<file path="config.mk">
export PLATFORM = sky130hd
export DESIGN_NAME = integer_to_ascii_radix
export DESIGN_NICKNAME = d
export VERILOG_FILES = /design/src/sv/itoa_pkg.sv /design/src/sv/itoa_serial_divider.sv /design/src/sv/itoa_digit_store.sv /design/src/sv/integer_to_ascii_radix.sv
export SDC_FILE = /design/constraint.sdc
export NUM_CORES = 1
export LEC_CHECK = 0
export BUFFER_PORTS_ARGS = -buffer_cell sky130_fd_sc_hd__buf_2
export CORE_MARGIN = 2
export CORE_UTILIZATION = 55
export CTS_CLUSTER_DIAMETER = 60
export DETAILED_ROUTE_END_ITERATION = 6
export GPL_TIMING_DRIVEN = 0
export PLACE_DENSITY = 0.74
export SLEW_MARGIN = 20
export SYNTH_ARGS = -nofsm -noshare
export SYNTH_HDL_FRONTEND = slang
export SYNTH_SLANG_ARGS = --single-unit
</file>
<file path="constraint.sdc">
create_clock -name clk -period 6.6 [get_ports clk]
set_input_delay 0.66 -clock clk [delete_from_list [all_inputs] [get_ports clk]]
set_output_delay 0.66 -clock clk [all_outputs]
set_load 0.01 [all_outputs]
</file>
<file path="src/sv/itoa_pkg.sv">
`default_nettype none

package itoa_pkg;

    localparam int VALUE_WIDTH_DEFAULT = 32;
    localparam int DIGIT_DEPTH_DEFAULT = 32;

    localparam int RADIX_WIDTH = 6;
    localparam int CHAR_WIDTH  = 7;

    localparam logic [RADIX_WIDTH-1:0] RADIX_MIN     = 6'd2;
    localparam logic [RADIX_WIDTH-1:0] RADIX_MAX     = 6'd36;
    localparam logic [RADIX_WIDTH-1:0] RADIX_DECIMAL = 6'd10;
    localparam logic [RADIX_WIDTH-1:0] DIGIT_MAX     = 6'd9;

    localparam logic [CHAR_WIDTH-1:0] CHAR_ZERO   = 7'h30;
    localparam logic [CHAR_WIDTH-1:0] CHAR_LETTER = 7'h61;
    localparam logic [CHAR_WIDTH-1:0] CHAR_MINUS  = 7'h2d;

    typedef struct packed {
        logic                   done;
        logic                   nonzero;
        logic [RADIX_WIDTH-1:0] remainder;
    } div_status_t;

    function automatic logic [RADIX_WIDTH-1:0] clamp_radix(input logic [RADIX_WIDTH-1:0] r);
        logic [RADIX_WIDTH-1:0] c;
        c = r;
        if (r < RADIX_MIN)
        begin
            c = RADIX_MIN;
        end
        else if (r > RADIX_MAX)
        begin
            c = RADIX_MAX;
        end
        return c;
    endfunction

    function automatic logic [CHAR_WIDTH-1:0] digit_char(input logic [RADIX_WIDTH-1:0] d);
        logic [CHAR_WIDTH-1:0] c;
        if (d > DIGIT_MAX)
        begin
            c = CHAR_LETTER + CHAR_WIDTH'(d - RADIX_DECIMAL);
        end
        else
        begin
            c = CHAR_ZERO + CHAR_WIDTH'(d);
        end
        return c;
    endfunction

endpackage

`default_nettype wire

</file>
<file path="src/sv/itoa_serial_divider.sv">
`default_nettype none

module itoa_serial_divider #(
    parameter int VALUE_WIDTH = itoa_pkg::VALUE_WIDTH_DEFAULT
) (
    input  wire logic                             clk,
    input  wire logic                             rst_n,
    input  wire logic                             start,
    input  wire logic [VALUE_WIDTH-1:0]           dividend,
    input  wire logic [itoa_pkg::RADIX_WIDTH-1:0] radix,
    output itoa_pkg::div_status_t                 status,
    output logic      [VALUE_WIDTH-1:0]           quotient
);

    localparam int CNT_W = (VALUE_WIDTH > 1) ? $clog2(VALUE_WIDTH) : 1;
    localparam int RW    = itoa_pkg::RADIX_WIDTH;

    logic [VALUE_WIDTH-1:0] q_reg;
    logic [VALUE_WIDTH-1:0] q_next;
    logic [RW-1:0]          r_reg;
    logic [RW-1:0]          r_next;
    logic [CNT_W-1:0]       cnt_reg;
    logic [CNT_W-1:0]       cnt_next;
    logic                   busy_reg;
    logic                   busy_next;
    logic                   done_reg;
    logic                   done_next;
    logic                   nz_reg;
    logic                   nz_next;

    logic [RW:0] partial;
    logic [RW:0] diff;
    logic        fits;

    always_comb
    begin
        partial = {r_reg, q_reg[VALUE_WIDTH-1]};
        fits    = (partial >= {1'b0, radix});
        diff    = partial - {1'b0, radix};

        q_next    = q_reg;
        r_next    = r_reg;
        cnt_next  = cnt_reg;
        busy_next = busy_reg;
        done_next = 1'b0;
        nz_next   = nz_reg;

        if (start)
        begin
            q_next    = dividend;
            r_next    = '0;
            cnt_next  = CNT_W'(VALUE_WIDTH - 1);
            busy_next = 1'b1;
            nz_next   = 1'b0;
        end
        else if (busy_reg)
        begin
            q_next   = {q_reg[VALUE_WIDTH-2:0], fits};
            r_next   = fits ? diff[RW-1:0] : partial[RW-1:0];
            nz_next  = nz_reg | fits;
            cnt_next = cnt_reg - CNT_W'(1);
            if (cnt_reg == '0)
            begin
                busy_next = 1'b0;
                done_next = 1'b1;
            end
        end
    end

    always_ff @(posedge clk or negedge rst_n)
    begin
        if (!rst_n)
        begin
            busy_reg <= 1'b0;
            done_reg <= 1'b0;
            nz_reg   <= 1'b0;
            cnt_reg  <= '0;
        end
        else
        begin
            busy_reg <= busy_next;
            done_reg <= done_next;
            nz_reg   <= nz_next;
            cnt_reg  <= cnt_next;
        end
    end

    always_ff @(posedge clk)
    begin
        q_reg <= q_next;
        r_reg <= r_next;
    end

    assign status.done      = done_reg;
    assign status.nonzero   = nz_reg;
    assign status.remainder = r_reg;
    assign quotient         = q_reg;

endmodule

`default_nettype wire

</file>
<file path="src/sv/itoa_digit_store.sv">
`default_nettype none

module itoa_digit_store #(
    parameter int DIGIT_DEPTH = itoa_pkg::DIGIT_DEPTH_DEFAULT
) (
    input  wire logic                                   clk,
    input  wire logic                                   wr_en,
    input  wire logic [$clog2(DIGIT_DEPTH)-1:0]         wr_addr,
    input  wire logic [itoa_pkg::CHAR_WIDTH-1:0]        wr_data,
    input  wire logic                                   rd_en,
    input  wire logic [$clog2(DIGIT_DEPTH)-1:0]         rd_addr,
    output logic      [itoa_pkg::CHAR_WIDTH-1:0]        rd_data
);

    logic [itoa_pkg::CHAR_WIDTH-1:0] mem [DIGIT_DEPTH];
    logic [itoa_pkg::CHAR_WIDTH-1:0] rd_data_reg;

    always_ff @(posedge clk)
    begin
        if (wr_en)
        begin
            mem[wr_addr] <= wr_data;
        end
    end

    always_ff @(posedge clk)
    begin
        if (rd_en)
        begin
            rd_data_reg <= mem[rd_addr];
        end
    end

    assign rd_data = rd_data_reg;

endmodule

`default_nettype wire

</file>
<file path="src/sv/integer_to_ascii_radix.sv">
// Conversion: a restoring divider retires one quotient bit per cycle for each digit, and
// for a negative number in radix ten a '-' is stored after the digits. Characters leave
// the store '-' first, then most significant digit first, one character a cycle while
// out_stall is low. A new request is taken only in idle, after the last character is read.
// Reset: asynchronous, active low; clears control and counters, radix returns to ten.
// The digit store holds no reset and is read only where written.
`default_nettype none

module integer_to_ascii_radix #(
    parameter int VALUE_WIDTH = itoa_pkg::VALUE_WIDTH_DEFAULT,
    parameter int DIGIT_DEPTH = itoa_pkg::DIGIT_DEPTH_DEFAULT
) (
    input  wire logic                             clk,
    input  wire logic                             rst_n,
    input  wire logic                             in_valid,
    output logic                                  in_stall,
    input  wire logic signed [VALUE_WIDTH-1:0]    number,
    input  wire logic [itoa_pkg::RADIX_WIDTH-1:0] radix,
    output logic                                  out_valid,
    input  wire logic                             out_stall,
    output logic      [itoa_pkg::CHAR_WIDTH-1:0]  char_code,
    output logic                                  last
);

    localparam int ADDR_W = $clog2(DIGIT_DEPTH);
    localparam int CNT_W  = $clog2(DIGIT_DEPTH + 1);
    localparam int RW     = itoa_pkg::RADIX_WIDTH;
    localparam int CW     = itoa_pkg::CHAR_WIDTH;

    localparam logic [1:0] ST_IDLE   = 2'd0;
    localparam logic [1:0] ST_DIVIDE = 2'd1;
    localparam logic [1:0] ST_SIGN   = 2'd2;
    localparam logic [1:0] ST_EMIT   = 2'd3;

    logic [1:0]       state_reg;
    logic [1:0]       state_next;
    logic [CNT_W-1:0] digit_count_reg;
    logic [CNT_W-1:0] digit_count_next;
    logic [RW-1:0]    radix_reg;
    logic [RW-1:0]    radix_next;
    logic             negative_flag_reg;
    logic             negative_flag_next;
    logic             out_valid_reg;
    logic             out_valid_next;
    logic             last_reg;
    logic             last_next;

    logic                   in_accept;
    logic                   slot_free;
    logic [RW-1:0]          radix_clamped;
    logic                   is_negative;
    logic [VALUE_WIDTH-1:0] magnitude;
    logic [CNT_W-1:0]       count_minus;

    logic                   div_start;
    logic [VALUE_WIDTH-1:0] div_dividend;
    itoa_pkg::div_status_t  div_status;
    logic [VALUE_WIDTH-1:0] div_quotient;

    logic              wr_en;
    logic [ADDR_W-1:0] wr_addr;
    logic [CW-1:0]     wr_data;
    logic              rd_en;
    logic [ADDR_W-1:0] rd_addr;

    assign in_stall  = (state_reg != ST_IDLE);
    assign in_accept = in_valid && !in_stall;
    assign slot_free = !out_valid_reg || !out_stall;

    always_comb
    begin
        radix_clamped = itoa_pkg::clamp_radix(radix);
        is_negative   = number[VALUE_WIDTH-1] && (radix_clamped == itoa_pkg::RADIX_DECIMAL);
        magnitude     = is_negative ? (VALUE_WIDTH'(0) - $unsigned(number)) : $unsigned(number);
        count_minus   = digit_count_reg - CNT_W'(1);

        state_next         = state_reg;
        digit_count_next   = digit_count_reg;
        radix_next         = radix_reg;
        negative_flag_next = negative_flag_reg;
        last_next          = last_reg;
        out_valid_next     = out_valid_reg && out_stall;

        div_start    = 1'b0;
        div_dividend = div_quotient;
        wr_en        = 1'b0;
        wr_addr      = digit_count_reg[ADDR_W-1:0];
        wr_data      = itoa_pkg::digit_char(div_status.remainder);
        rd_en        = 1'b0;
        rd_addr      = count_minus[ADDR_W-1:0];

        unique case (state_reg)
            ST_IDLE:
            begin
                if (in_accept)
                begin
                    radix_next         = radix_clamped;
                    negative_flag_next = is_negative;
                    digit_count_next   = '0;
                    div_start          = 1'b1;
                    div_dividend       = magnitude;
                    state_next         = ST_DIVIDE;
                end
            end
            ST_DIVIDE:
            begin
                if (div_status.done)
                begin
                    if (digit_count_reg < CNT_W'(DIGIT_DEPTH))
                    begin
                        wr_en            = 1'b1;
                        digit_count_next = digit_count_reg + CNT_W'(1);
                    end
                    if (div_status.nonzero)
                    begin
                        div_start = 1'b1;
                    end
                    else if (negative_flag_reg)
                    begin
                        state_next = ST_SIGN;
                    end
                    else
                    begin
                        state_next = ST_EMIT;
                    end
                end
            end
            ST_SIGN:
            begin
                wr_data = itoa_pkg::CHAR_MINUS;
                if (digit_count_reg < CNT_W'(DIGIT_DEPTH))
                begin
                    wr_en            = 1'b1;
                    digit_count_next = digit_count_reg + CNT_W'(1);
                end
                state_next = ST_EMIT;
            end
            ST_EMIT:
            begin
                if (slot_free)
                begin
                    rd_en            = 1'b1;
                    out_valid_next   = 1'b1;
                    last_next        = (digit_count_reg == CNT_W'(1));
                    digit_count_next = count_minus;
                    if (digit_count_reg == CNT_W'(1))
                    begin
                        state_next = ST_IDLE;
                    end
                end
            end
            default:
            begin
                state_next = ST_IDLE;
            end
        endcase
    end

    always_ff @(posedge clk or negedge rst_n)
    begin
        if (!rst_n)
        begin
            state_reg         <= ST_IDLE;
            digit_count_reg   <= '0;
            radix_reg         <= itoa_pkg::RADIX_DECIMAL;
            negative_flag_reg <= 1'b0;
            out_valid_reg     <= 1'b0;
            last_reg          <= 1'b0;
        end
        else
        begin
            state_reg         <= state_next;
            digit_count_reg   <= digit_count_next;
            radix_reg         <= radix_next;
            negative_flag_reg <= negative_flag_next;
            out_valid_reg     <= out_valid_next;
            last_reg          <= last_next;
        end
    end

    itoa_serial_divider #(
        .VALUE_WIDTH(VALUE_WIDTH)
    ) u_divider (
        .clk      (clk),
        .rst_n    (rst_n),
        .start    (div_start),
        .dividend (div_dividend),
        .radix    (radix_reg),
        .status   (div_status),
        .quotient (div_quotient)
    );

    itoa_digit_store #(
        .DIGIT_DEPTH(DIGIT_DEPTH)
    ) u_store (
        .clk     (clk),
        .wr_en   (wr_en),
        .wr_addr (wr_addr),
        .wr_data (wr_data),
        .rd_en   (rd_en),
        .rd_addr (rd_addr),
        .rd_data (char_code)
    );

    assign out_valid = out_valid_reg;
    assign last      = last_reg;

    // hold the character count within the store
    assert property (@(posedge clk) disable iff (!rst_n)
        digit_count_reg <= CNT_W'(DIGIT_DEPTH))
        else $error("digit count beyond store depth");

    // drain only a nonempty store
    assert property (@(posedge clk) disable iff (!rst_n)
        (state_reg == ST_EMIT) |-> (digit_count_reg != '0))
        else $error("emit with empty store");

    // return to idle after the final character leaves the store
    assert property (@(posedge clk) disable iff (!rst_n)
        (rd_en && (digit_count_reg == CNT_W'(1))) |=> (state_reg == ST_IDLE) && last_reg)
        else $error("final character not flagged");

    // start the divider on every accepted request
    assert property (@(posedge clk) disable iff (!rst_n)
        in_accept |=> (state_reg == ST_DIVIDE) && !div_status.done)
        else $error("request accepted without a division");

endmodule

`default_nettype wire

</file>
==> impl_metrics.json <==
{
  "status": "complete, no violations",
  "drv_slew": 0,
  "io_pins": 52,
  "num_vias": 7668,
  "gr-total-overflow": 0,
  "grtUsageTotal": 0.2189,
  "synth_compound_area_frac": 0.07321,
  "rr_worst_depth": 11,
  "drtAntennaViolNets": 0,
  "finalCritPeriodShare": 0.6885,
  "grt_pass1_vias": 7727,
  "place.gp.congestion": 0.8784,
  "final_common_cell": "edfxtp_1",
  "yosys.area.top_type": "edfxtp_1",
  "synth-simple-area-share": 0.07122,
  "die_x_um": 158.7,
  "ctsResizeCount": 0,
  "mostFrequentLayoutCells": "edfxtp_1, nand2_1, buf_2",
  "slew_headroom": 0.3179,
  "dieHeight_um": 158.7,
  "initial_core_util": 0.5606,
  "ys_ff_latch": 294,
  "cp_cell_sequence": "buf_2 -> buf_2 -> buf_2 -> inv_1 -> ha_1 -> clkbuf_1 -> clkbuf_1 -> mux4_2 -> mux2_2 -> a22oi_1 -> o221ai_1",
  "crit_path_frequent_cell": "buf_2",
  "post-place-ws_ns": 2.084,
  "cp_top_family": "buffers and inverters",
  "yosys_warnings": 0,
  "first_pass_iters": 5,
  "max_freq_mhz": 220.1,
  "numPortBuffers": 51,
  "r2r_slack_ns": 2.06,
  "cp_slowest_stage_delay_ns": 0.61,
  "cts_setup_buffers": 0,
  "end_kind": "flip-flop",
  "cts_root_buf": "clkbuf_16",
  "p_leak_nw": 4.989,
  "area_growth_pct": 12.54,
  "maxCapViolations": 0,
  "synth_edf_count": 263,
  "vias_per_cell": 5.926,
  "finalInstanceArea_um2": 14810,
  "grt_max_degree": 33,
  "num-nets-final": 1018,
  "clock_skew_ns": 0.01185,
  "critPathBufInv": 6,
  "path_class": "reg -> reg",
  "finalSetupTns_ns": 0,
  "post-route-min-period_ns": 4.544,
  "placed_area_um2": 13890,
  "reg2reg_from": "digit_count_reg[0]",
  "synth_top_area_share": 0.6002,
  "path_max_fanout": 10,
  "synth_area_um2": 13160,
  "yosysSeqAreaShare": 0.6570,
  "numCtsBuffers": 30,
  "place_hpwl_um": 17930,
  "post-place-cells": 1239,
  "rr_endpoint": "u_store.rd_data[4]",
  "hold_path.class": "in -> async",
  "worstMarginPinSlew_ns": 1.020,
  "avgSynthCellArea_um2": 15.23,
  "syn-num-nets": 930,
  "async_reset_ff_frac": 0.08503,
  "htreeDepth": 1,
  "finalHoldViolCount": 0,
  "cts_tree": "done",
  "ys.flop_type": "edfxtp_1",
  "synth_top_family_by_area": "multiplexers",
  "stdcell_count": 1294,
  "cts_max_path_buffers": 3,
  "rsz0062_at_grt": "no",
  "antenna_cells": 0,
  "max-vdd-ir-drop_v": 0.0001626,
  "synthesis.instances": 864,
  "row_count": 56,
  "synth-xor-area-share": 0.02662,
  "multi_input_area_um2": 4262,
  "die-area_um2": 25180,
  "post-route-util": 0.6309,
  "worst_hold_slack_ns": 0.09872,
  "largest_register_ffs": 224,
  "setup_ws_ns": 2.056,
  "power_density_nw_per_um2": 243.6,
  "setup_violations": 0,
  "finalPower_mw": 3.608,
  "slowest_stage": "clkbuf_1",
  "antenna_found_initial": 1,
  "synthTopCellsByArea": "edfxtp_1, mux4_2, dfrtp_1, ha_1, nand2_1",
  "yosysUniqueCellTypes": 72,
  "synth-adder-area-share": 0.02415,
  "arrival_ns": 4.81,
  "seq_area_um2": 8646,
  "core-area_um2": 23470,
  "drc": 0,
  "drive_gt1_frac": 0.2185,
  "wl_per_cell_um": 20.61,
  "fill_cells": 1693,
  "cp.required_ns": 6.86,
  "grt_pass1_wl_um": 41880,
  "cts_sinks": 294,
  "critical_path_depth": 11,
  "drt_iter0_drc": 514,
  "clock_latency_ns": 0.55,
  "yosys-mux-area-fraction": 0.1257,
  "start_kind": "flip-flop",
  "clk_pin_slew_worst_paths_ns": 0.06,
  "ctsHoldBuffers": 0,
  "drt_wl_total_um": 26660
}
## routing by layer
| layer | routed length (µm) | vias up | track usage |
|---|---|---|---|
| met4 | 850 | 2 | 0.07722 |
| met1 | 11230 | 3773 | 0.3016 |
| li1 | - | 3526 | - |
| met3 | 1861 | 59 | 0.03348 |
| met2 | 12710 | 308 | 0.3593 |
| met5 | 13 | - | 0 |
## worst register-to-register path, stage by stage, from the launching register on
cell and delay [ns]:
dfrtp_1 0.39, buf_2 0.22, buf_2 0.37, buf_2 0.40
inv_1 0.19, ha_1 0.40, clkbuf_1 0.47, clkbuf_1 0.61
mux4_2 0.40, mux2_2 0.29, a22oi_1 0.35, o221ai_1 0.19
## synthesized netlist by cell type, types with 4 or more instances
| cell type | instances |
|---|---|
| a21o_1 | 4 |
| a21oi_1 | 21 |
| a22oi_1 | 9 |
| a31oi_1 | 5 |
| and3_1 | 4 |
| buf_2 | 10 |
| clkbuf_1 | 23 |
| dfrtp_1 | 23 |
| dfxtp_1 | 6 |
| edfxtp_1 | 263 |
| ha_1 | 23 |
| inv_1 | 32 |
| mux2_2 | 17 |
| mux2i_1 | 19 |
| mux4_2 | 56 |
| nand2_1 | 76 |
| nand2b_1 | 4 |
| nand3_1 | 8 |
| nand4_1 | 4 |
| nor2_1 | 61 |
| nor2b_1 | 4 |
| nor3_1 | 8 |
| o21ai_0 | 49 |
| o21ai_1 | 7 |
| o221ai_1 | 8 |
| o31ai_1 | 7 |
| or4_4 | 5 |
| xnor2_1 | 15 |
| xor2_1 | 25 |
## report_power, final
part           leakage [nW]  switching, mW  internal (mW)
logic                  1.80         0.0247         0.0171
registers              2.73              0           2.00
clock network         0.451          0.679          0.889
## kinds of logic (layout without fill, tap and decap cells)
family | count (synthesis) | after routing
DFF | 294 | 294
and+or+nand+nor | 197 | 197
AOI/OAI and AO/OA | 145 | 145
muxes | 93 | 93
buffers and inverters | 70 | 181
xor gates and xnor gates | 40 | 40
adders and majority gates | 25 | 25
## worst max-delay path by stage
stage | slack, ns | start | to
after CTS | 2.04 | digit_count_reg[0] | u_store.rd_data[4]
after global placement | -1.09 | u_divider.r_reg[0] | u_store.mem[18][6]
after detailed placement | 2.08 | digit_count_reg[0] | u_store.rd_data[4]
after global routing | 1.86 | digit_count_reg[0] | u_store.rd_data[4]
final | 2.06 | digit_count_reg[0] | u_store.rd_data[4]
after floorplan | 1.77 | u_divider.r_reg[0] | u_store.mem[0][6]
## area by class of cell
class                   instances  area share
flip-flops and latches        294      0.5838
plain buffers                  38     0.01149
multi-input cells             500      0.2878
well taps                     319     0.02695
repair buffers                 56     0.01977
clock buffers                  33     0.05289
clock inverters                22    0.009209
inverters                      32    0.008111
Note: power is estimated with default switching activity, not from simulation.
